<file path="config.mk">
export PLATFORM = sky130hd
export DESIGN_NAME = ctf_ctrl
export DESIGN_NICKNAME = d
export VERILOG_FILES = /design/src/ctf_pkg.sv /design/src/ctf_ctrl.sv
export SDC_FILE = /design/constraint.sdc
export NUM_CORES = 1
export LEC_CHECK = 0
export BUFFER_PORTS_ARGS = -buffer_cell sky130_fd_sc_hd__buf_2
export CAP_MARGIN = 20
export CORE_MARGIN = 4
export CORE_UTILIZATION = 30
export DETAILED_ROUTE_END_ITERATION = 6
export PLACE_DENSITY = 0.51
export SLEW_MARGIN = 20
export SYNTH_ARGS = -nofsm -noshare
export SYNTH_HDL_FRONTEND = slang
export SYNTH_SLANG_ARGS = --single-unit
</file>
<file path="constraint.sdc">
create_clock -name clock -period 2.1 [get_ports clock]
set_input_delay 0.21 -clock clock [delete_from_list [all_inputs] [get_ports clock]]
set_output_delay 0.21 -clock clock [all_outputs]
set_load 0.01 [all_outputs]
</file>
<file path="src/ctf_pkg.sv">
package ctf_pkg;

   localparam int CordicSteps = 16;
   localparam int StepBits = 5;

   // register map
   localparam logic [2:0] RegGyroGain = 3'd0;
   localparam logic [2:0] RegGyroOffset = 3'd1;
   localparam logic [2:0] RegAngleOffset = 3'd2;
   localparam logic [2:0] RegTimeStep = 3'd3;
   localparam logic [2:0] RegBlendWeight = 3'd4;

   // datapath commands
   typedef enum logic [2:0] {
      CMD_IDLE,
      CMD_LOAD,
      CMD_ITER,
      CMD_MUL1,
      CMD_MUL2,
      CMD_SUM,
      CMD_MIX,
      CMD_DONE
   } cmd_type;

   typedef struct packed {
      cmd_type cmd;
      logic [StepBits-1:0] step;
   } ctrl_type;

   typedef struct packed {
      logic [15:0] gyro_gain;
      logic signed [24:0] gyro_offset;
      logic signed [24:0] angle_offset;
      logic [23:0] time_step;
      logic [15:0] blend_weight;
   } regs_type;

   // atan(2^-i) in Q16 degrees
   function automatic logic [21:0] atan_entry(input logic [StepBits-1:0] i);
      logic [21:0] r;
      unique case (i)
         5'd0: r = 22'd2949120;  5'd1: r = 22'd1740967;  5'd2: r = 22'd919879;
         5'd3: r = 22'd466945;   5'd4: r = 22'd234379;   5'd5: r = 22'd117304;
         5'd6: r = 22'd58666;    5'd7: r = 22'd29335;    5'd8: r = 22'd14668;
         5'd9: r = 22'd7334;     5'd10: r = 22'd3667;    5'd11: r = 22'd1833;
         5'd12: r = 22'd917;     5'd13: r = 22'd458;     5'd14: r = 22'd229;
         5'd15: r = 22'd115;     5'd16: r = 22'd57;      5'd17: r = 22'd29;
         5'd18: r = 22'd14;      5'd19: r = 22'd7;       5'd20: r = 22'd4;
         5'd21: r = 22'd2;       5'd22: r = 22'd1;
         default: r = 22'd0;
      endcase
      return r;
   endfunction

endpackage

</file>
<file path="src/ctf_ctrl.sv">
module ctf_ctrl (
   input logic clock,
   input logic reset,
   input logic in_valid,
   output logic in_ready,
   output logic out_valid,
   input logic out_ready,
   output ctf_pkg::ctrl_type ctrl
);
   import ctf_pkg::*;

   typedef enum logic [2:0] {
      S_IDLE, S_ITER, S_MUL1, S_MUL2, S_SUM, S_MIX, S_OUT
   } state_type;

   state_type state_ff;
   logic [StepBits-1:0] step_ff;

   assign in_ready = (state_ff == S_IDLE);
   assign out_valid = (state_ff == S_OUT);

   always_comb begin
      ctrl.step = step_ff;
      unique case (state_ff)
         S_IDLE: ctrl.cmd = (in_valid) ? CMD_LOAD : CMD_IDLE;
         S_ITER: ctrl.cmd = CMD_ITER;
         S_MUL1: ctrl.cmd = CMD_MUL1;
         S_MUL2: ctrl.cmd = CMD_MUL2;
         S_SUM: ctrl.cmd = CMD_SUM;
         S_MIX: ctrl.cmd = CMD_MIX;
         S_OUT: ctrl.cmd = (out_ready) ? CMD_DONE : CMD_IDLE;
         default: ctrl.cmd = CMD_IDLE;
      endcase
   end

   // sequencer
   always_ff @(posedge clock) begin
      if (reset) begin
         state_ff <= S_IDLE;
         step_ff <= '0;
      end else begin
         unique case (state_ff)
            S_IDLE: if (in_valid) begin
               state_ff <= S_ITER;
               step_ff <= '0;
            end
            S_ITER: begin
               step_ff <= step_ff + 1'b1;
               if (step_ff == StepBits'(CordicSteps - 1)) state_ff <= S_MUL1;
            end
            S_MUL1: state_ff <= S_MUL2;
            S_MUL2: state_ff <= S_SUM;
            S_SUM: state_ff <= S_MIX;
            S_MIX: state_ff <= S_OUT;
            S_OUT: if (out_ready) state_ff <= S_IDLE;
            default: state_ff <= S_IDLE;
         endcase
      end
   end

   a_one_side: assert property (@(posedge clock) disable iff (reset) !(in_ready && out_valid))
      else $error("accepting while holding a result");
   a_iter_len: assert property (@(posedge clock) disable iff (reset)
      (state_ff == S_ITER) |-> (step_ff < StepBits'(CordicSteps)))
      else $error("cordic step overrun");
   a_out_hold: assert property (@(posedge clock) disable iff (reset)
      (out_valid && !out_ready) |=> out_valid)
      else $error("result dropped");
endmodule

</file>
# Yosys cells after proc, flatten, opt, wreduce, memory -nomap -nowiden
# Cells that the tools add are included.
[op_classes]
muxes = 9
n_eq_ne = 10
n_addsub = 1
reduce_logical = 4
[ops]
columns = ["operator", "count"]
rows = [
  ["case mux 3 bit (7 select lines)", 2],
  ["two-way mux 3 bit", 4],
  ["case mux 5 bit (2 select lines)", 1],
  ["== test 3 bit, second input constant", 3],
  ["== test 3 x 2 -> 1 bit, second input constant", 2],
  ["adder 5 x 1 -> 5 bit, second input constant", 1],
  ["== test 5 x 4 -> 1 bit, second input constant", 1],
  ["two-way mux 5 bit", 1],
  ["!= test 2 bit, second input constant", 2],
  ["== test 3 x 1 -> 1 bit, second input constant", 1],
  ["zero test 3 bit", 1],
  ["AND reduction 3 bit", 1],
  ["!= test 2 x 1 -> 1 bit, second input constant", 1],
  ["AND reduction 2 bit", 1],
  ["nonzero test 2 bit", 1],
  ["two-way mux 1 bit", 1],
]
[word_totals]
word_cells = 26
register_bits = 8
in_bits = 4
output_inout_bits = 10

# Longest topological paths before layout
[logic_depth]
word_depth = 3
mapped_depth = 6
ltp_nobuf = 6

# Worst setup path before layout
# OpenSTA, ideal clock, no wires.
[synth_timing]
kind = "flip-flop to flip-flop"
startpoint = "register step_ff[0]"
endpoint = "register step_ff[4]"
setup_time_ns = 0.070
stages_incl_launch_ff = 6
n_path_buf = 0
t_required_ns = 2.030
arrival_time_ns = 1.443
setup_slack_ns = 0.587
synth_period_minus_slack_ns = 1.513
cell_sequence = "dfxtp_1 > ha_1 > and3_1 > ha_1 > or3_1 > a21oi_1"
[synth_between]
elab_chain_len = 2
[synth_lines]
columns = ["item", "line_no", "text"]
rows = [
  ["start, declared", "ctf_ctrl.sv:17", "logic [StepBits-1:0] step_ff;"],
  ["start signal, assigned", "ctf_ctrl.sv:48", "step_ff <= step_ff + 1'b1;"],
  ["adder 5 x 1 -> 5 bit", "ctf_ctrl.sv:48", ""],
  ["case mux 5 bit (2 select lines)", "ctf_ctrl.sv:42", "unique case (state_ff)"],
]
# Every way passes these cells.
# A chain may end at the register's enable or synchronous reset.

# Worst setup path after layout
# Ends and elaborated chain as after synthesis.

==> reports/qor.yml <==
outcome:
  status: "finished, final reports clean"
power_and_ir_drop:
  seq_power_share: 0.492
  powerDensity_mw_per_mm2: 569
  p_comb_frac: 0.126
  p_sw_w: 0.0000849
  internal-power_w: 0.000237
  clkPwrFrac: 0.382
  finalPower_w: 0.000322
  ir_drop_mv: 0.264
  p_leak_nw: 0.237
  switching_share: 0.264
clock_network:
  cts_root_buf: "clkbuf_4"
  cts_sinks: 8
  clk_pin_slew_ns: 0.06
  clockBufferDepth: 2
  htree_levels: 1
  cts_tree: "yes"
  holdBufCountCts: 0
  post-cts-setup-buffer-count: 0
  numCtsBuffers: 3
  ctsResizeCount: 0
  clock_latency_ns: 0.26
timing:
  fin_crit_sh: 0.733
  rsz0062_at_grt: "no"
  layout_min_cycle_time_ns: 1.54
  drv_slew: 0
  worst_slew_pin_slew_ns: 0.337
  tns_ns: 0
  skew_ns: 0.00738
  setup_viol: 0
  fmax_ghz: 0.649
  whs_ns: 0.227
  slew_headroom: 0.774
  hold_viol_final: 0
worst_setup_path:
  max_stage_delay_ns: 0.34
  path_delay_family: "simple AND/OR/NAND/NOR gates"
  worstSetupPathType: "register to register"
  endpoint_kind: "register"
  path_common_cell: "ha_1"
  worstPathArrival_ns: 1.72
  crit_path_start_kind: "register"
  worst_path_max_delay_cell: "or3_1"
  path_cells: "ha_1, and3_1, ha_1, or3_1, a21oi_1"
  cp_max_fo: 5
  cp.buffers_inverters: 0
  required_ns: 2.28
drt:
  route.detailed.wl_per_inst_um: 12.6
  num_vias: 488
  post-route-drc-count: 0
  drt_iter0_drc: 6
  firstDrtPassIters: 2
  postRouteAntennaNets: 0
  wl_um: 1150
  vias_per_cell: 5.36
global_route:
  track_usage: 0.115
  gr-total-overflow: 0
  grt_first_pass_wirelength_um: 1770
  antenna_found_initial: 0
  grt_pass1_vias: 416
  grt_max_degree: 15
layout:
  antenna_cells: 0
  synthToLayoutAreaGrowth_pct: 17.4
  final_nets: 83
  final_layout_size_suffix_gt1_frac: 0.240
  final_util: 0.375
die:
  io_pins: 14
  die_area_mm2: 0.00231
  core-area_mm2: 0.00151
  initial_core_util: 0.320
  num_rows: 14
  die_y_um: 48.1
  die_x_um: 48.1
worst_hold_path:
  worstHoldPathType: "primary input to register"
synth:
  synth_edf_count: 0
  ys_warn_count: 0
  synth_fp_nets: 69
  ys_seq_elements: 8
  seq_area_frac_synth: 0.332
  synthDistinctLibCells: 23
  synth-async-reset-ratio: 0
  syn_area_um2: 482
  netlist.area_leader.share: 0.332
  synth.top_cells.by_count: "9 x o21ai_0, 8 x dfxtp_1, 6 x a21oi_1"
  synth_top_area_cell: "dfxtp_1"
  synth_top_cells_by_area: "dfxtp_1 33%, o21ai_0 9.4%, or3_1 6.5%, a21oi_1 6.2%, ha_1 5.2%"
  syn_inst: 63
  synth_top_flop_cell: "dfxtp_1"
  synth_most_common_cell: "o21ai_0"
  syn_avg_cell_area_um2: 7.65
placement:
  finalWeightedCongestion: 0.732
  post-dp-hpwl_um: 814
  place.port_buffers: 13
run:
  cap_violations: 0
## flip-flops by register name (all words and copies together) (netlist names)
signal and cells:
step_ff 5, state_ff 3
## placed cells by master (no fill, tap or decap), types with 2 or more instances in the layout
master	count
a21oi_1	6
a31oi_1	2
and3_1	2
buf_2	13
buf_4	2
clkbuf_4	3
dfxtp_1	8
ha_1	2
inv_1	4
nand3_1	4
nor2_1	4
o211ai_1	3
o21ai_0	9
or3_1	5
## power groups by stage
stage	clock network, W	registers, W	logic, W
floorplan	0	0.000162	0.0000241
global placement	0	0.000161	0.0000411
detailed placement	0	0.000162	0.0000408
CTS	0.000127	0.000158	0.0000410
global route	0.000139	0.000158	0.0000457
finish	0.000123	0.000158	0.0000407
## area by class of cell
type | count | area (um^2)
tap | 16 | 20.0
clock buffer | 3 | 22.5
inverter | 4 | 15.0
multi-input combinational | 45 | 268
timing repair buffer | 15 | 80.1
sequential | 8 | 160
fill | 166 | 941
## per-stage QoR
stage,instances,area [um^2],setup slack [ns]
2_1_floorplan,63,482,0.587
3_3_place_gp,88,543,0.593
3_5_place_dp,88,543,0.575
4_1_cts,91,566,0.541
5_1_grt,91,566,0.476
6_report,91,566,0.560
## worst paths after layout
kind | from | to | slack, ns | cells after the start
setup / recovery | step_ff[0]$_SDFFE_PP0P_ | step_ff[4]$_SDFFE_PP0P_ | 0.56 | 5
hold / removal | reset | step_ff[1]$_SDFFE_PP0P_ | 0.23 | 2
setup reg to reg | step_ff[0]$_SDFFE_PP0P_ | step_ff[4]$_SDFFE_PP0P_ | 0.56 | 5
hold reg to reg | step_ff[4]$_SDFFE_PP0P_ | step_ff[4]$_SDFFE_PP0P_ | 0.49 | 2
## per-layer routing
layer	share of wire	global-route usage	vias up
met3	0.025	0.0338	2
met1	0.50	0.135	230
met2	0.46	0.177	4
met5	0	0	-
li1	-	-	252
met4	0.012	0.0806	0
## logic make-up (layout without fill, tap and decap cells)
logic type / after synthesis / in the layout / share of synthesized area
AOI/OAI and AO/OA: 22 / 22 / 0.262
and+or+nand+nor: 21 / 21 / 0.242
buffers and inverters: 10 / 22 / 0.112
DFF: 8 / 8 / 0.332
adders and majority gates: 2 / 2 / 0.0519
Note: power is estimated with default switching activity, not from simulation.
