`src/ctf_pkg.sv`:
```
package ctf_pkg;

   localparam int CordicSteps = 16;
   localparam int StepBits = 5;

   // register map
   localparam logic [2:0] RegGyroGain = 3'd0;
   localparam logic [2:0] RegGyroOffset = 3'd1;
   localparam logic [2:0] RegAngleOffset = 3'd2;
   localparam logic [2:0] RegTimeStep = 3'd3;
   localparam logic [2:0] RegBlendWeight = 3'd4;

   // datapath commands
   typedef enum logic [2:0] {
      CMD_IDLE,
      CMD_LOAD,
      CMD_ITER,
      CMD_MUL1,
      CMD_MUL2,
      CMD_SUM,
      CMD_MIX,
      CMD_DONE
   } cmd_type;

   typedef struct packed {
      cmd_type cmd;
      logic [StepBits-1:0] step;
   } ctrl_type;

   typedef struct packed {
      logic [15:0] gyro_gain;
      logic signed [24:0] gyro_offset;
      logic signed [24:0] angle_offset;
      logic [23:0] time_step;
      logic [15:0] blend_weight;
   } regs_type;

   // atan(2^-i) in Q16 degrees
   function automatic logic [21:0] atan_entry(input logic [StepBits-1:0] i);
      logic [21:0] r;
      unique case (i)
         5'd0: r = 22'd2949120;  5'd1: r = 22'd1740967;  5'd2: r = 22'd919879;
         5'd3: r = 22'd466945;   5'd4: r = 22'd234379;   5'd5: r = 22'd117304;
         5'd6: r = 22'd58666;    5'd7: r = 22'd29335;    5'd8: r = 22'd14668;
         5'd9: r = 22'd7334;     5'd10: r = 22'd3667;    5'd11: r = 22'd1833;
         5'd12: r = 22'd917;     5'd13: r = 22'd458;     5'd14: r = 22'd229;
         5'd15: r = 22'd115;     5'd16: r = 22'd57;      5'd17: r = 22'd29;
         5'd18: r = 22'd14;      5'd19: r = 22'd7;       5'd20: r = 22'd4;
         5'd21: r = 22'd2;       5'd22: r = 22'd1;
         default: r = 22'd0;
      endcase
      return r;
   endfunction

endpackage

```
`src/ctf_regs.sv`:
```
module ctf_regs (
   input logic clock,
   input logic reset,
   input logic csr_psel,
   input logic csr_penable,
   input logic csr_pwrite,
   input logic [4:0] csr_paddr,
   input logic [31:0] csr_pwdata,
   output logic [31:0] csr_prdata,
   output logic csr_pready,
   output ctf_pkg::regs_type regs
);
   import ctf_pkg::*;

   regs_type regs_ff;
   logic [2:0] idx;
   logic wr;

   assign idx = csr_paddr[4:2];
   assign wr = csr_psel & csr_penable & csr_pwrite;
   assign csr_pready = 1'b1;
   assign regs = regs_ff;

   // register writes
   always_ff @(posedge clock) begin
      if (reset) begin
         regs_ff.gyro_gain <= 16'd500;
         regs_ff.gyro_offset <= '0;
         regs_ff.angle_offset <= '0;
         regs_ff.time_step <= 24'd83886;
         regs_ff.blend_weight <= 16'd64881;
      end else if (wr) begin
         priority case (idx)
            RegGyroGain: regs_ff.gyro_gain <= csr_pwdata[15:0];
            RegGyroOffset: regs_ff.gyro_offset <= csr_pwdata[24:0];
            RegAngleOffset: regs_ff.angle_offset <= csr_pwdata[24:0];
            RegTimeStep: regs_ff.time_step <= csr_pwdata[23:0];
            RegBlendWeight: regs_ff.blend_weight <= csr_pwdata[15:0];
            default: ;
         endcase
      end
   end

   // read back
   always_comb begin
      priority case (idx)
         RegGyroGain: csr_prdata = {16'd0, regs_ff.gyro_gain};
         RegGyroOffset: csr_prdata = {{7{regs_ff.gyro_offset[24]}}, regs_ff.gyro_offset};
         RegAngleOffset: csr_prdata = {{7{regs_ff.angle_offset[24]}}, regs_ff.angle_offset};
         RegTimeStep: csr_prdata = {8'd0, regs_ff.time_step};
         RegBlendWeight: csr_prdata = {16'd0, regs_ff.blend_weight};
         default: csr_prdata = '0;
      endcase
   end
endmodule

```
`config.mk`:
```
export PLATFORM = sky130hd
export DESIGN_NAME = ctf_regs
export DESIGN_NICKNAME = d
export VERILOG_FILES = /design/src/ctf_pkg.sv /design/src/ctf_regs.sv
export SDC_FILE = /design/constraint.sdc
export NUM_CORES = 1
export LEC_CHECK = 0
export BUFFER_PORTS_ARGS = -buffer_cell sky130_fd_sc_hd__buf_2
export CELL_PAD_IN_SITES_DETAIL_PLACEMENT = 0
export CELL_PAD_IN_SITES_GLOBAL_PLACEMENT = 1
export CORE_ASPECT_RATIO = 1.25
export CORE_MARGIN = 3
export CORE_UTILIZATION = 37
export CTS_BUF_LIST = sky130_fd_sc_hd__clkbuf_4 sky130_fd_sc_hd__clkbuf_8 sky130_fd_sc_hd__clkbuf_16
export CTS_CLUSTER_DIAMETER = 150
export CTS_CLUSTER_SIZE = 12
export DETAILED_ROUTE_END_ITERATION = 10
export PLACE_DENSITY_LB_ADDON = 0.1
export SLEW_MARGIN = 20
export SYNTH_ARGS = -nofsm -noshare
export SYNTH_HDL_FRONTEND = slang
export SYNTH_SLANG_ARGS = --single-unit
```
`constraint.sdc`:
```
create_clock -name clock -period 1.9 [get_ports clock]
set_input_delay 0.38 -clock clock [delete_from_list [all_inputs] [get_ports clock]]
set_output_delay 0.38 -clock clock [all_outputs]
set_load 0.03 [all_outputs]
```
After elaboration in Yosys (flattened, before gate mapping) --
Index checks and enable logic that the tools add are counted.
Cells by class: eq/ne operators 4, muxes and demuxes 1, bitwise logic cells 2, reduce and logical (&&, ||, !) cells 6
Operator list (number):
- 32-bit one-hot mux with 5 select lines | 1
- 2-bit AND reduction | 5
- 3-bit by 2-bit == test with 1-bit output (second input constant) | 2
- 3-bit by 1-bit == test with 1-bit output (second input constant) | 1
- 3-bit == test (second input constant) | 1
- 3-bit logical NOT | 1
- 1-bit AND | 2
Word-level totals: bits in registers 106, input bits 42, output and inout port bits 139, word-level logic and storage cells 18

Longest topological paths before layout --
depth in word-level cells 3, mapped depth 6, gate-level depth less buffers 3

Worst setup path after synthesis --
No wires, ideal clock.
path kind input port to output port, start point input port csr_paddr[3], end point output port csr_prdata[25], data arrival time 1873 ps, data required time 1520 ps, slack -353 ps, stages 6, cell sequence buf_2 > nor2b_1 > buf_2 > a22oi_1 > nor2_1 > buf_4
Between the ends: cells in the longest elaborated chain, start to end 2, elaborated cells between the ends (all ways) 6
RTL lines:
- start, declared | line ctf_regs.sv:7 | input logic [4:0] csr_paddr,
- 3-bit == test, or another cell as far along | line ctf_regs.sv:46 | priority case (idx)
- 32-bit one-hot mux with 5 select lines (*) | line ctf_regs.sv:46
- end, declared | line ctf_regs.sv:9 | output logic [31:0] csr_prdata,
Every way passes the cells marked *; elsewhere a longest branch is shown, timed or not.

Worst setup path after layout --
start point input port csr_paddr[2], end point output port csr_prdata[5]
The elaborated chain is that of the path after synthesis.

==> metrics.cfg <==
[yosys]
synth-edff-count = 0
syn_area_per_cell_um2 = 9.85
yosys_warnings = 0
largest_cells_by_area_after_synthesis = sky130_fd_sc_hd__dfxtp_1, sky130_fd_sc_hd__mux2i_1, sky130_fd_sc_hd__nand2b_1
post_synthesis_async_set_or_reset_flop_share = 0
yosys.cell_types.count = 27
synth_top_cell_area_share = 0.414
synthesis.area_mm2 = 0.00512
largest_area_contributor_in_the_netlist = sky130_fd_sc_hd__dfxtp_1
synth.cells.most_frequent = sky130_fd_sc_hd__dfxtp_1, sky130_fd_sc_hd__mux2i_1, sky130_fd_sc_hd__nand2b_1
synth_fp_nets = 562
seq_area_frac_synth = 0.414
synth-seq-cells = 106
postSynth.topFlopCell = sky130_fd_sc_hd__dfxtp_1
postSynthCellCount = 520

[critical_path]
critical_path.most_common_cell = sky130_fd_sc_hd__buf_6
critical_path_cell_with_the_highest_stage_delay = sky130_fd_sc_hd__mux2_2
critical_path.max_fanout = 7
timing.critical_path.buf_inv = 3
worstSetupEndpointType = output pin
cell_chain_critical_path = buf_6 > buf_6 > mux2_2 > a22oi_1 > o22ai_2 > clkbuf_4
worst_ep_required_time_ns = 1.52
critPathKind = in2out
critPathMaxStageDelay_ns = 0.33
startpoint_type = primary input
worst_ep_arrival_time_ns = 1.47
cp_top_family = buffers and inverters

[finish]
share_of_cells_above_drive_strength_1 = 0.397
area_growth_syn_to_layout_pct = 33.7
final_design_area_no_fill_mm2 = 0.00684
utilization = 0.510
insertedDiodeCount = 0
layout.filler_cells = 1275
flip_flop_count_of_the_largest_register_all_copies_and_words_added = 106
layout.nets = 733

[timing]
worst_clock_skew_ns = 0
timing.final.setup_violations = 0
timing.setup.tns_ns = 0
hold_viol_final = 0
finalWorstPathRequiredPeriod_ns = 1.85
layout_setup_ws_ns = 0.0550
final_max_slew_viol_count = 0
fmax_mhz = 542
finalCritPeriodShare = 0.971
unrepaired_setup_endpoints_after_global_routing = no

[placement]
portBuffers = 170
pre_cts_slack_ns = -0.0790
placedInstanceArea_mm2 = 0.00640
gp_routability_congestion = 0.777
place.detailed.hpwl_um = 11400

[detailed_routing]
routed_wire_length_per_instance_um = 18.4
antenna_left = 0
detailedRoute.firstPassIterationCount = 4
drc = 0
post_drt_via_cell_ratio = 5.05
detailedRoute.firstIterationViolations = 217
dr_total_vias = 4376
wl_um = 16000

[clocking]
clock_sinks = 106
clk_pin_slew_ns = 0.08
cts_hold_buffers = 0
post_cts.repair.setup_buffers = 0
tritoncts = done
cts_inserted_buffers = 9
clockBufferDepth = 2
h_tree_depth = 3
worst_skew_pair.late_latency_ns = 0.34
clockRootBuffer = sky130_fd_sc_hd__clkbuf_16

[run]
max_cap_violations = 0

[die]
ioPinCount = 181
initial_core_util = 0.382
rows = 47
die_area_mm2 = 0.0153
floorplan.core_area_mm2 = 0.0134
floorplan.die.height_um = 138
floorplan.die.width_um = 111

[power_and_ir_drop]
worst_ir_drop_vdd_mv = 0.393
power.density_cell_area_mw_per_mm2 = 676
finalPower_mw = 4.63
leakagePower_nw = 3.30

[global_route]
grt_first_pass_wirelength_um = 24300
number_of_global_route_vias_before_repair = 4403
antenna_violations_before_repair = 0
gr-total-overflow = 0
track_usage = 0.201
grt_start_max_net_pins = 49

[worst_hold_path]
worstHoldPathType = in2reg

[outcome]
status = complete, no violations

[layout make-up]
cell class                 instances  area (um2)  area share
multi-input combinational        363        2840       0.415
sequential                       106        2120       0.310
timing repair buffer             210        1370       0.201
clock buffer                      10         239      0.0349
tap                              171         214      0.0313
clock inverter                     6        50.0     0.00731
inverter                           1        3.75    0.000548
[report_power, final]
group / total (mW) / internal (mW) / switching, mW
clock network: 1.80 / 0.942 / 0.860
registers: 2.25 / 2.24 / 0.0134
logic: 0.574 / 0.244 / 0.330
total: 4.63 / 3.42 / 1.20
[worst register-to-register path, stage by stage, from the launching register on]
cell and delay, ns:
sky130_fd_sc_hd__dfxtp_1 0.36, sky130_fd_sc_hd__nand2b_1 0.08, sky130_fd_sc_hd__mux2i_1 0.17
[routing by layer]
| metal | part of all wire | track usage | vias to the layer above |
|---|---|---|---|
| met5 | 0 | 0 | - |
| met4 | 0.016 | 0.0703 | 0 |
| met3 | 0.056 | 0.0444 | 19 |
| met2 | 0.50 | 0.361 | 138 |
| met1 | 0.43 | 0.238 | 2089 |
| li1 | - | - | 2130 |
[metrics by stage]
stage,instances,hold slack [ns]
2_1_floorplan,520,0.547
3_3_place_gp,849,0.470
3_5_place_dp,849,0.480
4_1_cts,865,0.302
5_1_grt,867,0.308
6_report,867,0.311
[cell usage in the layout, fill, tap and decap left out, drive strengths merged]
cell type / Yosys / routed
buf: 31 / 205
mux2i: 106 / 106
dfxtp: 106 / 106
nand2b: 104 / 104
nor2: 54 / 54
a22oi: 39 / 39
mux2: 24 / 24
o22ai: 16 / 16
clkbuf: 19 / 15
and3: 4 / 4
nor2b: 4 / 4
nand2: 3 / 3
clkinv: 0 / 3
inv: 1 / 3
and2: 2 / 2
nand3: 2 / 2
and3b: 1 / 1
a31oi: 1 / 1
a21oi: 1 / 1
and4b: 1 / 1
conb: 1 / 1
clkinvlp: 0 / 1
[final timing paths]
kind | cells past startpoint | slack, ns | to | from
hold / removal | 3 | 0.31 | regs[25] | csr_pwdata[9]
setup reg to reg | 2 | 1.22 | regs[50] | regs[50]
hold reg to reg | 2 | 0.49 | regs[16] | regs[16]
setup / recovery | 6 | 0.05 | csr_prdata[5] | csr_paddr[2]
[repair_timing]
action,4_1_cts,5_1_grt
endpoints found under the setup margin,32,32
gates cloned,0,2
gates resized for setup,8,27
pin swaps,1,2
[logic make-up after synthesis]
kind of cell           Yosys count  share of synthesized area
muxes                          130                      0.260
AOI/OAI and AO/OA               57                     0.0789
buffers and inverters           51                     0.0562
and+or+nand+nor                175                      0.190
other                            1                   0.000732
DFF                            106                      0.414
(Power assumes the default switching activity.)
